**src/rtl/bapw_pkg.sv**
```systemverilog
// bapw_pkg: shared types and constants of the backbone axis point window unit
// holds register indexes, reset values and fixed datapath widths
// no dependencies
package bapw_pkg;

  // configuration port
  localparam int CFG_IDX_W  = 3;
  localparam int CFG_DATA_W = 16;

  typedef enum logic [CFG_IDX_W-1:0] {
    REG_DIST_MIN      = 3'd0,
    REG_DIST_MAX      = 3'd1,
    REG_RADIUS_ALPHA  = 3'd2,
    REG_RADIUS_310    = 3'd3,
    REG_RADIUS_PI     = 3'd4
  } reg_idx_t;

  localparam int DIST_W   = 16;
  localparam int RADIUS_W = 12;

  localparam logic [DIST_W-1:0]   DIST_MIN_RST     = 16'd922;
  localparam logic [DIST_W-1:0]   DIST_MAX_RST     = 16'd1024;
  localparam logic [RADIUS_W-1:0] RADIUS_ALPHA_RST = 12'd589;
  localparam logic [RADIUS_W-1:0] RADIUS_310_RST   = 12'd486;
  localparam logic [RADIUS_W-1:0] RADIUS_PI_RST    = 12'd717;

  // helix kinds
  localparam logic [1:0] HK_THREE_TEN = 2'd1;
  localparam logic [1:0] HK_PI        = 2'd2;

  // segment kind
  localparam logic KIND_HELIX = 1'b0;

  // shared multiplier
  localparam int MUL_W  = 32;
  localparam int PROD_W = 2 * MUL_W;

  // datapath widths, bounded by the distance band check
  localparam int W_W     = 18;  // bend vector component, signed
  localparam int WABS_W  = 17;
  localparam int DSQ_W   = 34;  // sum of three 16 bit squares
  localparam int S_W     = 36;  // squared bend length
  localparam int S_HALF  = 18;
  localparam int A_W     = 29;  // radius times component
  localparam int LIM_W   = 60;  // four times a squared
  localparam int MAG_W   = 12;  // spoke magnitude
  localparam int BIT_W   = 4;
  localparam int T_W     = 13;  // odd trial value
  localparam int T2_W    = 26;
  localparam int PLO_W   = 44;
  localparam int TOT_W   = 62;

  localparam logic [1:0] LAST_COMP = 2'd2;
  localparam logic [BIT_W-1:0] TOP_BIT = 4'd11;

endpackage

```
**src/rtl/backbone_axis_point_window_unit.sv**
```systemverilog
// backbone_axis_point_window_unit: top level, three residue window with sequenced arithmetic
// depends on bapw_pkg and bapw_mul
//
// usage
//   input channel (in_valid / in_stall): one alpha-carbon residue per transfer with segment
//   marks, presence flag, position and helix kind. output channel (out_valid / out_stall):
//   one axis point per transfer, point_valid low and zero coordinates for end residues,
//   failed checks and zero-length spokes. each input gives zero, one or two results. cfg_we
//   with cfg_index and cfg_data writes one register; user writes only while idle, unenforced.
// timing
//   one residue at a time; in_stall stays high until its results are in the output register.
//   an interior helix residue runs the 12 step spoke search per component, each step going
//   through S_T, S_TL, S_TH and S_TC with three passes through the one 32x32 multiplier.
//   an interior strand residue takes the 1-2-1 mean instead; output stalls hold the sequencer.
// reset
//   rst empties the window and the output register and loads the register defaults.
// stall
//   a result waits in the output register while out_stall is high; the sequencer holds
//   before loading the next result, so nothing is lost or repeated.
module backbone_axis_point_window_unit #(
  parameter int COORD_BITS = 24
) (
  input  logic                                clk,
  input  logic                                rst,
  // configuration
  input  logic                                cfg_we,
  input  logic [bapw_pkg::CFG_IDX_W-1:0]      cfg_index,
  input  logic [bapw_pkg::CFG_DATA_W-1:0]     cfg_data,
  // residue input
  input  logic                                in_valid,
  output logic                                in_stall,
  input  logic                                kind,
  input  logic                                seg_first,
  input  logic                                seg_last,
  input  logic                                present,
  input  logic signed [COORD_BITS-1:0]        pos_x,
  input  logic signed [COORD_BITS-1:0]        pos_y,
  input  logic signed [COORD_BITS-1:0]        pos_z,
  input  logic [1:0]                          helix_kind,
  // axis point output
  output logic                                out_valid,
  input  logic                                out_stall,
  output logic                                point_valid,
  output logic signed [COORD_BITS-1:0]        axis_x,
  output logic signed [COORD_BITS-1:0]        axis_y,
  output logic signed [COORD_BITS-1:0]        axis_z,
  output logic                                run_last
);

  localparam int CB    = COORD_BITS;
  localparam int DIFF_W = CB + 1;
  localparam int SUM_W  = CB + 3;

  typedef enum logic [4:0] {
    S_IDLE, S_BND0, S_BND1, S_BND2,
    S_DIFF, S_DSQ, S_DACC, S_DCHK,
    S_W, S_WSQ, S_WACC, S_SCHK,
    S_RA, S_AA, S_LIM, S_T, S_TL, S_TH, S_TC, S_SP,
    S_STR, S_RESULT, S_EMIT, S_TAIL
  } state_t;

  state_t st;

  // configuration registers
  logic [bapw_pkg::DIST_W-1:0]   dist_min, dist_max;
  logic [bapw_pkg::RADIUS_W-1:0] radius_alpha, radius_three_ten, radius_pi;

  // window: entry 1 newest held residue, entry 0 the one before
  logic signed [CB-1:0] win_x [2];
  logic signed [CB-1:0] win_y [2];
  logic signed [CB-1:0] win_z [2];
  logic                 win_present [2];
  logic [1:0]           mid_helix_kind;
  logic [1:0]           seg_fill;
  logic [1:0]           fill_eff;

  // current residue
  logic signed [CB-1:0] cur_x, cur_y, cur_z;
  logic                 cur_present, cur_kind, cur_last;
  logic [1:0]           cur_hk;

  // sequencer working registers
  logic                              ok;
  logic                              pair;
  logic [1:0]                        comp;
  logic [bapw_pkg::DIST_W-1:0]       dreg;
  logic [bapw_pkg::DSQ_W-1:0]        acc;
  logic [bapw_pkg::MUL_W-1:0]        minsq, maxsq;
  logic signed [bapw_pkg::W_W-1:0]   w [3];
  logic [bapw_pkg::S_W-1:0]          s;
  logic [bapw_pkg::LIM_W-1:0]        lim;
  logic [bapw_pkg::MAG_W-1:0]        q;
  logic [bapw_pkg::BIT_W-1:0]        bitn;
  logic [bapw_pkg::T2_W-1:0]         t2;
  logic [bapw_pkg::PLO_W-1:0]        plo;
  logic signed [CB-1:0]              res [3];
  logic                              e_pv, e_last, emit_tail;

  // shared multiplier
  logic [bapw_pkg::MUL_W-1:0]  mul_a, mul_b;
  logic [bapw_pkg::PROD_W-1:0] prod;

  bapw_mul u_mul (
    .clk  (clk),
    .a    (mul_a),
    .b    (mul_b),
    .prod (prod)
  );

  function automatic logic signed [CB-1:0] pick(
    input logic [1:0] c,
    input logic signed [CB-1:0] x,
    input logic signed [CB-1:0] y,
    input logic signed [CB-1:0] z
  );
    case (c)
      2'd0:    pick = x;
      2'd1:    pick = y;
      default: pick = z;
    endcase
  endfunction

  // clamp one extra bit back into the coordinate range
  function automatic logic signed [CB-1:0] sat1(input logic signed [CB:0] v);
    if (v[CB] != v[CB-1]) begin
      sat1 = v[CB] ? {1'b1, {(CB-1){1'b0}}} : {1'b0, {(CB-1){1'b1}}};
    end else begin
      sat1 = v[CB-1:0];
    end
  endfunction

  // operands of the current component
  logic signed [CB-1:0] p0c, p1c, p2c;
  assign p0c = pick(comp, win_x[0], win_y[0], win_z[0]);
  assign p1c = pick(comp, win_x[1], win_y[1], win_z[1]);
  assign p2c = pick(comp, cur_x, cur_y, cur_z);

  // neighbour difference, first pair p1-p0, second pair p2-p1
  logic signed [DIFF_W-1:0] diff;
  logic [DIFF_W-1:0]        absd;
  always_comb begin
    if (pair) begin
      diff = DIFF_W'(p2c) - DIFF_W'(p1c);
    end else begin
      diff = DIFF_W'(p1c) - DIFF_W'(p0c);
    end
    absd = diff[DIFF_W-1] ? DIFF_W'(-diff) : DIFF_W'(diff);
  end

  // bend vector and strand sum
  logic signed [SUM_W-1:0] wsum, ssum;
  assign wsum = SUM_W'(p0c) + SUM_W'(p2c) - (SUM_W'(p1c) <<< 1);
  assign ssum = SUM_W'(p0c) + (SUM_W'(p1c) <<< 1) + SUM_W'(p2c) + SUM_W'(2);

  logic signed [bapw_pkg::W_W-1:0] wsel;
  logic [bapw_pkg::W_W-1:0]        wneg;
  logic [bapw_pkg::WABS_W-1:0]     wabs;
  assign wsel = w[comp];
  assign wneg = bapw_pkg::W_W'(-wsel);
  assign wabs = wsel[bapw_pkg::W_W-1] ? wneg[bapw_pkg::WABS_W-1:0]
                                      : wsel[bapw_pkg::WABS_W-1:0];

  logic [bapw_pkg::RADIUS_W-1:0] r_sel;
  always_comb begin
    case (mid_helix_kind)
      bapw_pkg::HK_THREE_TEN: r_sel = radius_three_ten;
      bapw_pkg::HK_PI:        r_sel = radius_pi;
      default:                r_sel = radius_alpha;
    endcase
  end

  // trial magnitude and its odd double
  logic [bapw_pkg::MAG_W-1:0] qc;
  logic [bapw_pkg::T_W-1:0]   t;
  logic [bapw_pkg::TOT_W-1:0] tot;
  assign qc  = q | (bapw_pkg::MAG_W'(1) << bitn);
  assign t   = {qc, 1'b0} - bapw_pkg::T_W'(1);
  assign tot = bapw_pkg::TOT_W'(plo) + (bapw_pkg::TOT_W'(prod) << bapw_pkg::S_HALF);

  // spoke added to the middle atom
  logic signed [CB:0] spoke_sum;
  assign spoke_sum = wsel[bapw_pkg::W_W-1] ? ((CB+1)'(p1c) - (CB+1)'(q))
                                           : ((CB+1)'(p1c) + (CB+1)'(q));

  // multiplier operand selection
  always_comb begin
    mul_a = '0;
    mul_b = '0;
    case (st)
      S_BND0: begin
        mul_a = bapw_pkg::MUL_W'(dist_min);
        mul_b = bapw_pkg::MUL_W'(dist_min);
      end
      S_BND1: begin
        mul_a = bapw_pkg::MUL_W'(dist_max);
        mul_b = bapw_pkg::MUL_W'(dist_max);
      end
      S_DSQ: begin
        mul_a = bapw_pkg::MUL_W'(dreg);
        mul_b = bapw_pkg::MUL_W'(dreg);
      end
      S_WSQ: begin
        mul_a = bapw_pkg::MUL_W'(wabs);
        mul_b = bapw_pkg::MUL_W'(wabs);
      end
      S_RA: begin
        mul_a = bapw_pkg::MUL_W'(r_sel);
        mul_b = bapw_pkg::MUL_W'(wabs);
      end
      S_AA: begin
        mul_a = bapw_pkg::MUL_W'(prod[bapw_pkg::A_W-1:0]);
        mul_b = bapw_pkg::MUL_W'(prod[bapw_pkg::A_W-1:0]);
      end
      S_T: begin
        mul_a = bapw_pkg::MUL_W'(t);
        mul_b = bapw_pkg::MUL_W'(t);
      end
      S_TL: begin
        mul_a = bapw_pkg::MUL_W'(prod[bapw_pkg::T2_W-1:0]);
        mul_b = bapw_pkg::MUL_W'(s[bapw_pkg::S_HALF-1:0]);
      end
      S_TH: begin
        mul_a = bapw_pkg::MUL_W'(t2);
        mul_b = bapw_pkg::MUL_W'(s[bapw_pkg::S_W-1:bapw_pkg::S_HALF]);
      end
      default: begin
        mul_a = '0;
        mul_b = '0;
      end
    endcase
  end

  assign in_stall = (st != S_IDLE);

  always_ff @(posedge clk) begin
    if (rst) begin
      st               <= S_IDLE;
      out_valid        <= 1'b0;
      seg_fill         <= 2'd0;
      dist_min         <= bapw_pkg::DIST_MIN_RST;
      dist_max         <= bapw_pkg::DIST_MAX_RST;
      radius_alpha     <= bapw_pkg::RADIUS_ALPHA_RST;
      radius_three_ten <= bapw_pkg::RADIUS_310_RST;
      radius_pi        <= bapw_pkg::RADIUS_PI_RST;
      win_present[0]   <= 1'b0;
      win_present[1]   <= 1'b0;
      mid_helix_kind   <= 2'd0;
    end else begin
      // register writes
      if (cfg_we) begin
        case (cfg_index)
          bapw_pkg::REG_DIST_MIN:     dist_min <= cfg_data;
          bapw_pkg::REG_DIST_MAX:     dist_max <= cfg_data;
          bapw_pkg::REG_RADIUS_ALPHA: radius_alpha <= cfg_data[bapw_pkg::RADIUS_W-1:0];
          bapw_pkg::REG_RADIUS_310:   radius_three_ten <= cfg_data[bapw_pkg::RADIUS_W-1:0];
          bapw_pkg::REG_RADIUS_PI:    radius_pi <= cfg_data[bapw_pkg::RADIUS_W-1:0];
          default: ;
        endcase
      end

      // output transfer frees the register
      if (out_valid && !out_stall && st != S_EMIT) begin
        out_valid <= 1'b0;
      end

      case (st)
        S_IDLE: begin
          if (in_valid) begin
            cur_x       <= pos_x;
            cur_y       <= pos_y;
            cur_z       <= pos_z;
            cur_present <= present;
            cur_kind    <= kind;
            cur_last    <= seg_last;
            cur_hk      <= helix_kind;
            fill_eff    <= seg_first ? 2'd0 : seg_fill;
            ok          <= win_present[0] && win_present[1] && present;
            pair        <= 1'b0;
            comp        <= 2'd0;
            acc         <= '0;
            if (!seg_first && seg_fill == 2'd2) begin
              st <= S_BND0;
            end else if (!seg_first && seg_fill == 2'd1) begin
              // second residue of a segment: the first one is an end residue
              e_pv      <= 1'b0;
              e_last    <= 1'b0;
              emit_tail <= 1'b1;
              st        <= S_EMIT;
            end else begin
              st <= S_TAIL;
            end
          end
        end
        // squared band limits
        S_BND0: st <= S_BND1;
        S_BND1: begin
          minsq <= prod[bapw_pkg::MUL_W-1:0];
          st    <= S_BND2;
        end
        S_BND2: begin
          maxsq <= prod[bapw_pkg::MUL_W-1:0];
          st    <= ok ? S_DIFF : S_RESULT;
        end
        // neighbour distances, one component per pass
        S_DIFF: begin
          if (absd > DIFF_W'(dist_max)) begin
            ok <= 1'b0;
            st <= S_RESULT;
          end else begin
            dreg <= absd[bapw_pkg::DIST_W-1:0];
            st   <= S_DSQ;
          end
        end
        S_DSQ: st <= S_DACC;
        S_DACC: begin
          acc <= acc + prod[bapw_pkg::DSQ_W-1:0];
          if (comp == bapw_pkg::LAST_COMP) begin
            st <= S_DCHK;
          end else begin
            comp <= comp + 2'd1;
            st   <= S_DIFF;
          end
        end
        S_DCHK: begin
          comp <= 2'd0;
          acc  <= '0;
          s    <= '0;
          if (acc < bapw_pkg::DSQ_W'(minsq) || acc > bapw_pkg::DSQ_W'(maxsq)) begin
            ok <= 1'b0;
            st <= S_RESULT;
          end else if (!pair) begin
            pair <= 1'b1;
            st   <= S_DIFF;
          end else if (cur_kind == bapw_pkg::KIND_HELIX) begin
            st <= S_W;
          end else begin
            st <= S_STR;
          end
        end
        // bend vector and its squared length
        S_W: begin
          w[comp] <= wsum[bapw_pkg::W_W-1:0];
          st      <= S_WSQ;
        end
        S_WSQ: st <= S_WACC;
        S_WACC: begin
          s <= s + prod[bapw_pkg::S_W-1:0];
          if (comp == bapw_pkg::LAST_COMP) begin
            st <= S_SCHK;
          end else begin
            comp <= comp + 2'd1;
            st   <= S_W;
          end
        end
        S_SCHK: begin
          comp <= 2'd0;
          if (s == '0) begin
            // zero-length spoke
            ok <= 1'b0;
            st <= S_RESULT;
          end else begin
            st <= S_RA;
          end
        end
        // spoke magnitude: largest q with (2q-1)^2 s <= 4 (r |w|)^2
        S_RA: st <= S_AA;
        S_AA: st <= S_LIM;
        S_LIM: begin
          lim  <= {prod[bapw_pkg::LIM_W-3:0], 2'b00};
          q    <= '0;
          bitn <= bapw_pkg::TOP_BIT;
          st   <= S_T;
        end
        S_T: st <= S_TL;
        S_TL: begin
          t2 <= prod[bapw_pkg::T2_W-1:0];
          st <= S_TH;
        end
        S_TH: begin
          plo <= prod[bapw_pkg::PLO_W-1:0];
          st  <= S_TC;
        end
        S_TC: begin
          if (tot <= bapw_pkg::TOT_W'(lim)) begin
            q <= qc;
          end
          if (bitn == '0) begin
            st <= S_SP;
          end else begin
            bitn <= bitn - bapw_pkg::BIT_W'(1);
            st   <= S_T;
          end
        end
        S_SP: begin
          res[comp] <= sat1(spoke_sum);
          if (comp == bapw_pkg::LAST_COMP) begin
            st <= S_RESULT;
          end else begin
            comp <= comp + 2'd1;
            st   <= S_RA;
          end
        end
        // strand: 1-2-1 mean, quarter rounded half up
        S_STR: begin
          res[comp] <= sat1(ssum[SUM_W-1:2]);
          if (comp == bapw_pkg::LAST_COMP) begin
            st <= S_RESULT;
          end else begin
            comp <= comp + 2'd1;
          end
        end
        S_RESULT: begin
          e_pv      <= ok;
          e_last    <= 1'b0;
          emit_tail <= 1'b1;
          st        <= S_EMIT;
        end
        // load the output register once it is free
        S_EMIT: begin
          if (!out_valid || !out_stall) begin
            out_valid   <= 1'b1;
            point_valid <= e_pv;
            axis_x      <= e_pv ? res[0] : '0;
            axis_y      <= e_pv ? res[1] : '0;
            axis_z      <= e_pv ? res[2] : '0;
            run_last    <= e_last;
            st          <= emit_tail ? S_TAIL : S_IDLE;
          end
        end
        // slide the window
        S_TAIL: begin
          win_x[0]       <= win_x[1];
          win_y[0]       <= win_y[1];
          win_z[0]       <= win_z[1];
          win_present[0] <= win_present[1];
          win_x[1]       <= cur_x;
          win_y[1]       <= cur_y;
          win_z[1]       <= cur_z;
          win_present[1] <= cur_present;
          mid_helix_kind <= cur_hk;
          if (cur_last) begin
            seg_fill  <= 2'd0;
            e_pv      <= 1'b0;
            e_last    <= 1'b1;
            emit_tail <= 1'b0;
            st        <= S_EMIT;
          end else begin
            seg_fill <= (fill_eff == 2'd2) ? 2'd2 : fill_eff + 2'd1;
            st       <= S_IDLE;
          end
        end
        default: st <= S_IDLE;
      endcase
    end
  end

endmodule

```
**src/rtl/bapw_mul.sv**
```systemverilog
// bapw_mul: shared unsigned multiplier with registered product
// depends on bapw_pkg for operand width
module bapw_mul (
  input  logic                         clk,
  input  logic [bapw_pkg::MUL_W-1:0]   a,
  input  logic [bapw_pkg::MUL_W-1:0]   b,
  output logic [bapw_pkg::PROD_W-1:0]  prod
);

  always_ff @(posedge clk) begin
    prod <= bapw_pkg::PROD_W'(a) * bapw_pkg::PROD_W'(b);
  end

endmodule

```
**config.mk**
```make
export PLATFORM = sky130hd
export DESIGN_NAME = backbone_axis_point_window_unit
export DESIGN_NICKNAME = d
export VERILOG_FILES = /design/src/rtl/bapw_pkg.sv /design/src/rtl/backbone_axis_point_window_unit.sv /design/src/rtl/bapw_mul.sv
export SDC_FILE = /design/constraint.sdc
export NUM_CORES = 2
export LEC_CHECK = 0
export ABC_AREA = 1
export BUFFER_PORTS_ARGS = -buffer_cell sky130_fd_sc_hd__clkbuf_2
export CORE_MARGIN = 2
export CORE_UTILIZATION = 50
export DETAILED_ROUTE_END_ITERATION = 16
export PLACE_DENSITY = 0.69
export SLEW_MARGIN = 15
export SYNTH_ARGS = -nofsm -noshare
export SYNTH_HDL_FRONTEND = slang
export SYNTH_HIERARCHICAL = 1
export SYNTH_SLANG_ARGS = --single-unit
```
**constraint.sdc**
```tcl
create_clock -name clk -period 21.5 [get_ports clk]
set_input_delay 0 -clock clk [delete_from_list [all_inputs] [get_ports clk]]
set_output_delay 0 -clock clk [all_outputs]
set_load 0.03 [all_outputs]
```
==> results by group <==
CTS
  – Post-CTS setup buffers: 0
  – Clock transition time at the flip-flop clock pins of the worst setup and hold paths: about 0.06 ns
  – Root Driver: clkbuf_16
  – CTS sink cnt: roughly 860
  – H-tree level count: 3
  – Max Root-Sink Buffers: 3
  – CTS tree: done
  – Worst-Skew Late Latency: 0.76 ns
  – CTS buffer count: about 100
  – PostCTS Resize Cnt: 0
  – Hold-fix buffers at CTS: around 190

Timing
  – Final setup fails: 0
  – Setup Skew: around 0.053 ns
  – Fmax: slightly above 0.1 GHz
  – RSZ-0062 raised after global routing: no
  – Worst rel slew slack: 0.1633
  – Worst Tran Pin Value: approximately 1.2 ns
  – Setup TNS: 0 ns
  – Final Hold Vio Count: 0
  – Final Cycle Share: 0.4600
  – Fin. max-slew vios: 0
  – Final min period: between 9 and 10 ns

Power
  – Total internal power: approximately 5.4 mW
  – Psw: 5.744 mW
  – Sequential share of power: 0.211
  – Combinational share of power: 0.627
  – Max VDD drop: roughly 0.095 mV
  – Total power: ~11 mW
  – LEAKAGE: about 49 nW
  – PwrDens: between 100 and 150 nW/um^2
  – Clock power frac: 0.162
  – Switch share: 0.5157

Worst setup path
  – Worst endpoint data arrival time: between 10 and 15 ns
  – Worst setup path class: reg -> reg
  – Crit path required time: 22.14 ns
  – Crit Path Max Fanout: 32
  – Worst reg2reg setup slack: between 10 and 15 ns
  – Slowest CP cell: dfxtp_1
  – Reg2Reg Depth: 37
  – Setup crit start kind: flip-flop
  – Critical path endpoint category: flip-flop
  – Worst path max stage delay: roughly 0.8 ns
  – Worst r2r dst: u_mul/prod[51]$_DFF_P_
  – Most Frequent Cell on Critical Path: fa_1
  – Crit path to: u_mul/prod[51]$_DFF_P_

Drt
  – First-pass iteration count of the detailed router: 6
  – Routed wire length: between 200000 and 300000 um
  – Routed len/inst: 21.42 um
  – Antenna-violating nets left: 0
  – Vias post-DR: approximately 69000
  – 1st-iter DRT viols: between 6000 and 7000
  – Via/cell ratio: 5.441
  – DRC: 0

Floorplanning
  – Core area: around 170000 um^2
  – Rows: 150
  – # IOs: 178
  – Die X: 414.5 um
  – Die height: approximately 410 um
  – Die area: ~170000 um^2
  – Initial Util: 0.5038

Finish
  – Layout cells sized above 1: 0.07610
  – Fillers: 14980
  – Layout Nets: 12030
  – Final Non-Filler Cells: 12710
  – Multi-input logic area: roughly 50000 um^2
  – Area grow syn2layout: 10.79%
  – Reg area: 24560 um^2

Yosys
  – YS warnings: 6
  – Synthesized area: around 84000 um^2
  – Mapped Cells: between 10000 and 15000
  – Mapped Avg Cell Area: 8.342 um^2

Global route
  – Antenna violations before repair: 4
  – First-pass GRT wire length: between 400000 and 500000 um
  – Vias in the first global route: just over 70000
  – Largest net degree at the start of global routing: between 80 and 90
  – Gr ovfl total: 0
  – Tot GR Track Use: 0.3170

Placed design
  – PortBufs: around 180
  – Placed Cells incl. Taps: between 10000 and 15000
  – DP HPWL: 207900 um
  – RePlAce Congestion: around 1.0

Outcome
  – Outcome: finished, final reports clean

Flow run
  – Max cap viols: 0

Worst hold path
  – Type of the tightest min-delay check: in -> reg
==> worst max-delay path: cells and delay by family (launching register included) <==
family / cells / cell delay, ns
compound gates: 7 / 1.72
xor+xnor: 1 / 0.23
fa+ha+maj: 10 / 4.56
buf+inv: 8 / 1.18
flops: 1 / 0.80
simple gates: 11 / 1.23
==> how the worst min path moves through the flow <==
stage	start	slack, ns	to	depth (start not counted)
2_1_floorplan	helix_kind[0]	0.1	cur_hk[0]$_DFFE_PP_	0
3_3_place_gp	pos_z[1]	0.18	cur_z[1]$_DFFE_PP_	1
3_5_place_dp	pos_x[22]	0.18	cur_x[22]$_DFFE_PP_	1
4_1_cts	pos_y[0]	0.005	cur_y[0]$_DFFE_PP_	2
5_1_grt	pos_y[0]	0.01	cur_y[0]$_DFFE_PP_	2
6_report	pos_y[0]	0.04	cur_y[0]$_DFFE_PP_	2
==> per-stage QoR <==
step	area, um^2	setup WS, ns	util	hold slack, ns
2_1_floorplan	84360	13.43	-	0.09887
3_3_place_gp	88010	11.86	0.5263	0.1764
3_5_place_dp	88010	11.63	0.5263	0.1786
4_1_cts	93320	11.63	0.5581	0.004952
5_1_grt	93320	10.93	0.5581	0.01049
6_report	93340	11.61	0.5582	0.03588
==> final cells by class <==
type,instances,area share
diodes,5,0.0001341
clock inverters,71,0.009437
clock buffers,115,0.02741
well taps,2204,0.02954
multi-input cells,6547,0.5337
flip-flops and latches,864,0.2632
repair buffers,486,0.03936
inverters,2416,0.09721
==> sequential cells by signal (all words and copies together) (netlist names), 26 cells and up, named ones only <==
name	cells
res	72
lim	58
u_mul/prod	58
w	54
win_x	48
win_y	48
win_z	48
plo	44
s	36
acc	34
maxsq	32
minsq	32
t2	26
==> power groups by stage <==
stage | Combinational, mW | Clock [mW] | Sequential, mW
after floorplan | 4.51 | 0 | 2.33
after global placement | 6.67 | 0 | 2.38
after detailed placement | 6.77 | 0 | 2.38
after CTS | 6.84 | 1.82 | 2.35
after global routing | 7.65 | 1.89 | 2.36
final | 6.99 | 1.80 | 2.35
==> routing by layer <==
| layer | vias to the layer above | global-route usage | part of all wire |
|---|---|---|---|
| li1 | 31750 | - | - |
| met1 | 33830 | 0.4126 | 0.40 |
| met2 | 2891 | 0.5229 | 0.47 |
| met3 | 671 | 0.05514 | 0.079 |
| met4 | 2 | 0.1327 | 0.048 |
| met5 | - | 0 | 0.000048 |
==> layout by cell type (no fill, tap or decap), drive strengths merged, types with 8 or more instances in the layout <==
| cell | instances |
|---|---|
| o21bai | 27 |
| o221ai | 9 |
| o21ai | 288 |
| a221o | 9 |
| o2111ai | 21 |
| xor2 | 133 |
| nand2 | 2668 |
| nor2 | 528 |
| o21a | 38 |
| nand3 | 329 |
| nor3 | 65 |
| fa | 912 |
| a211oi | 14 |
| dlygate4sd3 | 187 |
| ha | 600 |
| dfxtp | 138 |
| bufinv | 15 |
| clkinv | 43 |
| inv | 2419 |
| a21o | 8 |
| nand4 | 75 |
| clkinvlp | 10 |
| buf | 122 |
| xnor2 | 44 |
| edfxtp | 726 |
| a22o | 38 |
| conb | 30 |
| o211ai | 30 |
| o31ai | 12 |
| or2 | 28 |
| nor4 | 32 |
| a221oi | 32 |
| a21oi | 514 |
| clkbuf | 292 |
| a31oi | 28 |
No activity file was read; power rests on OpenSTA's default activity.
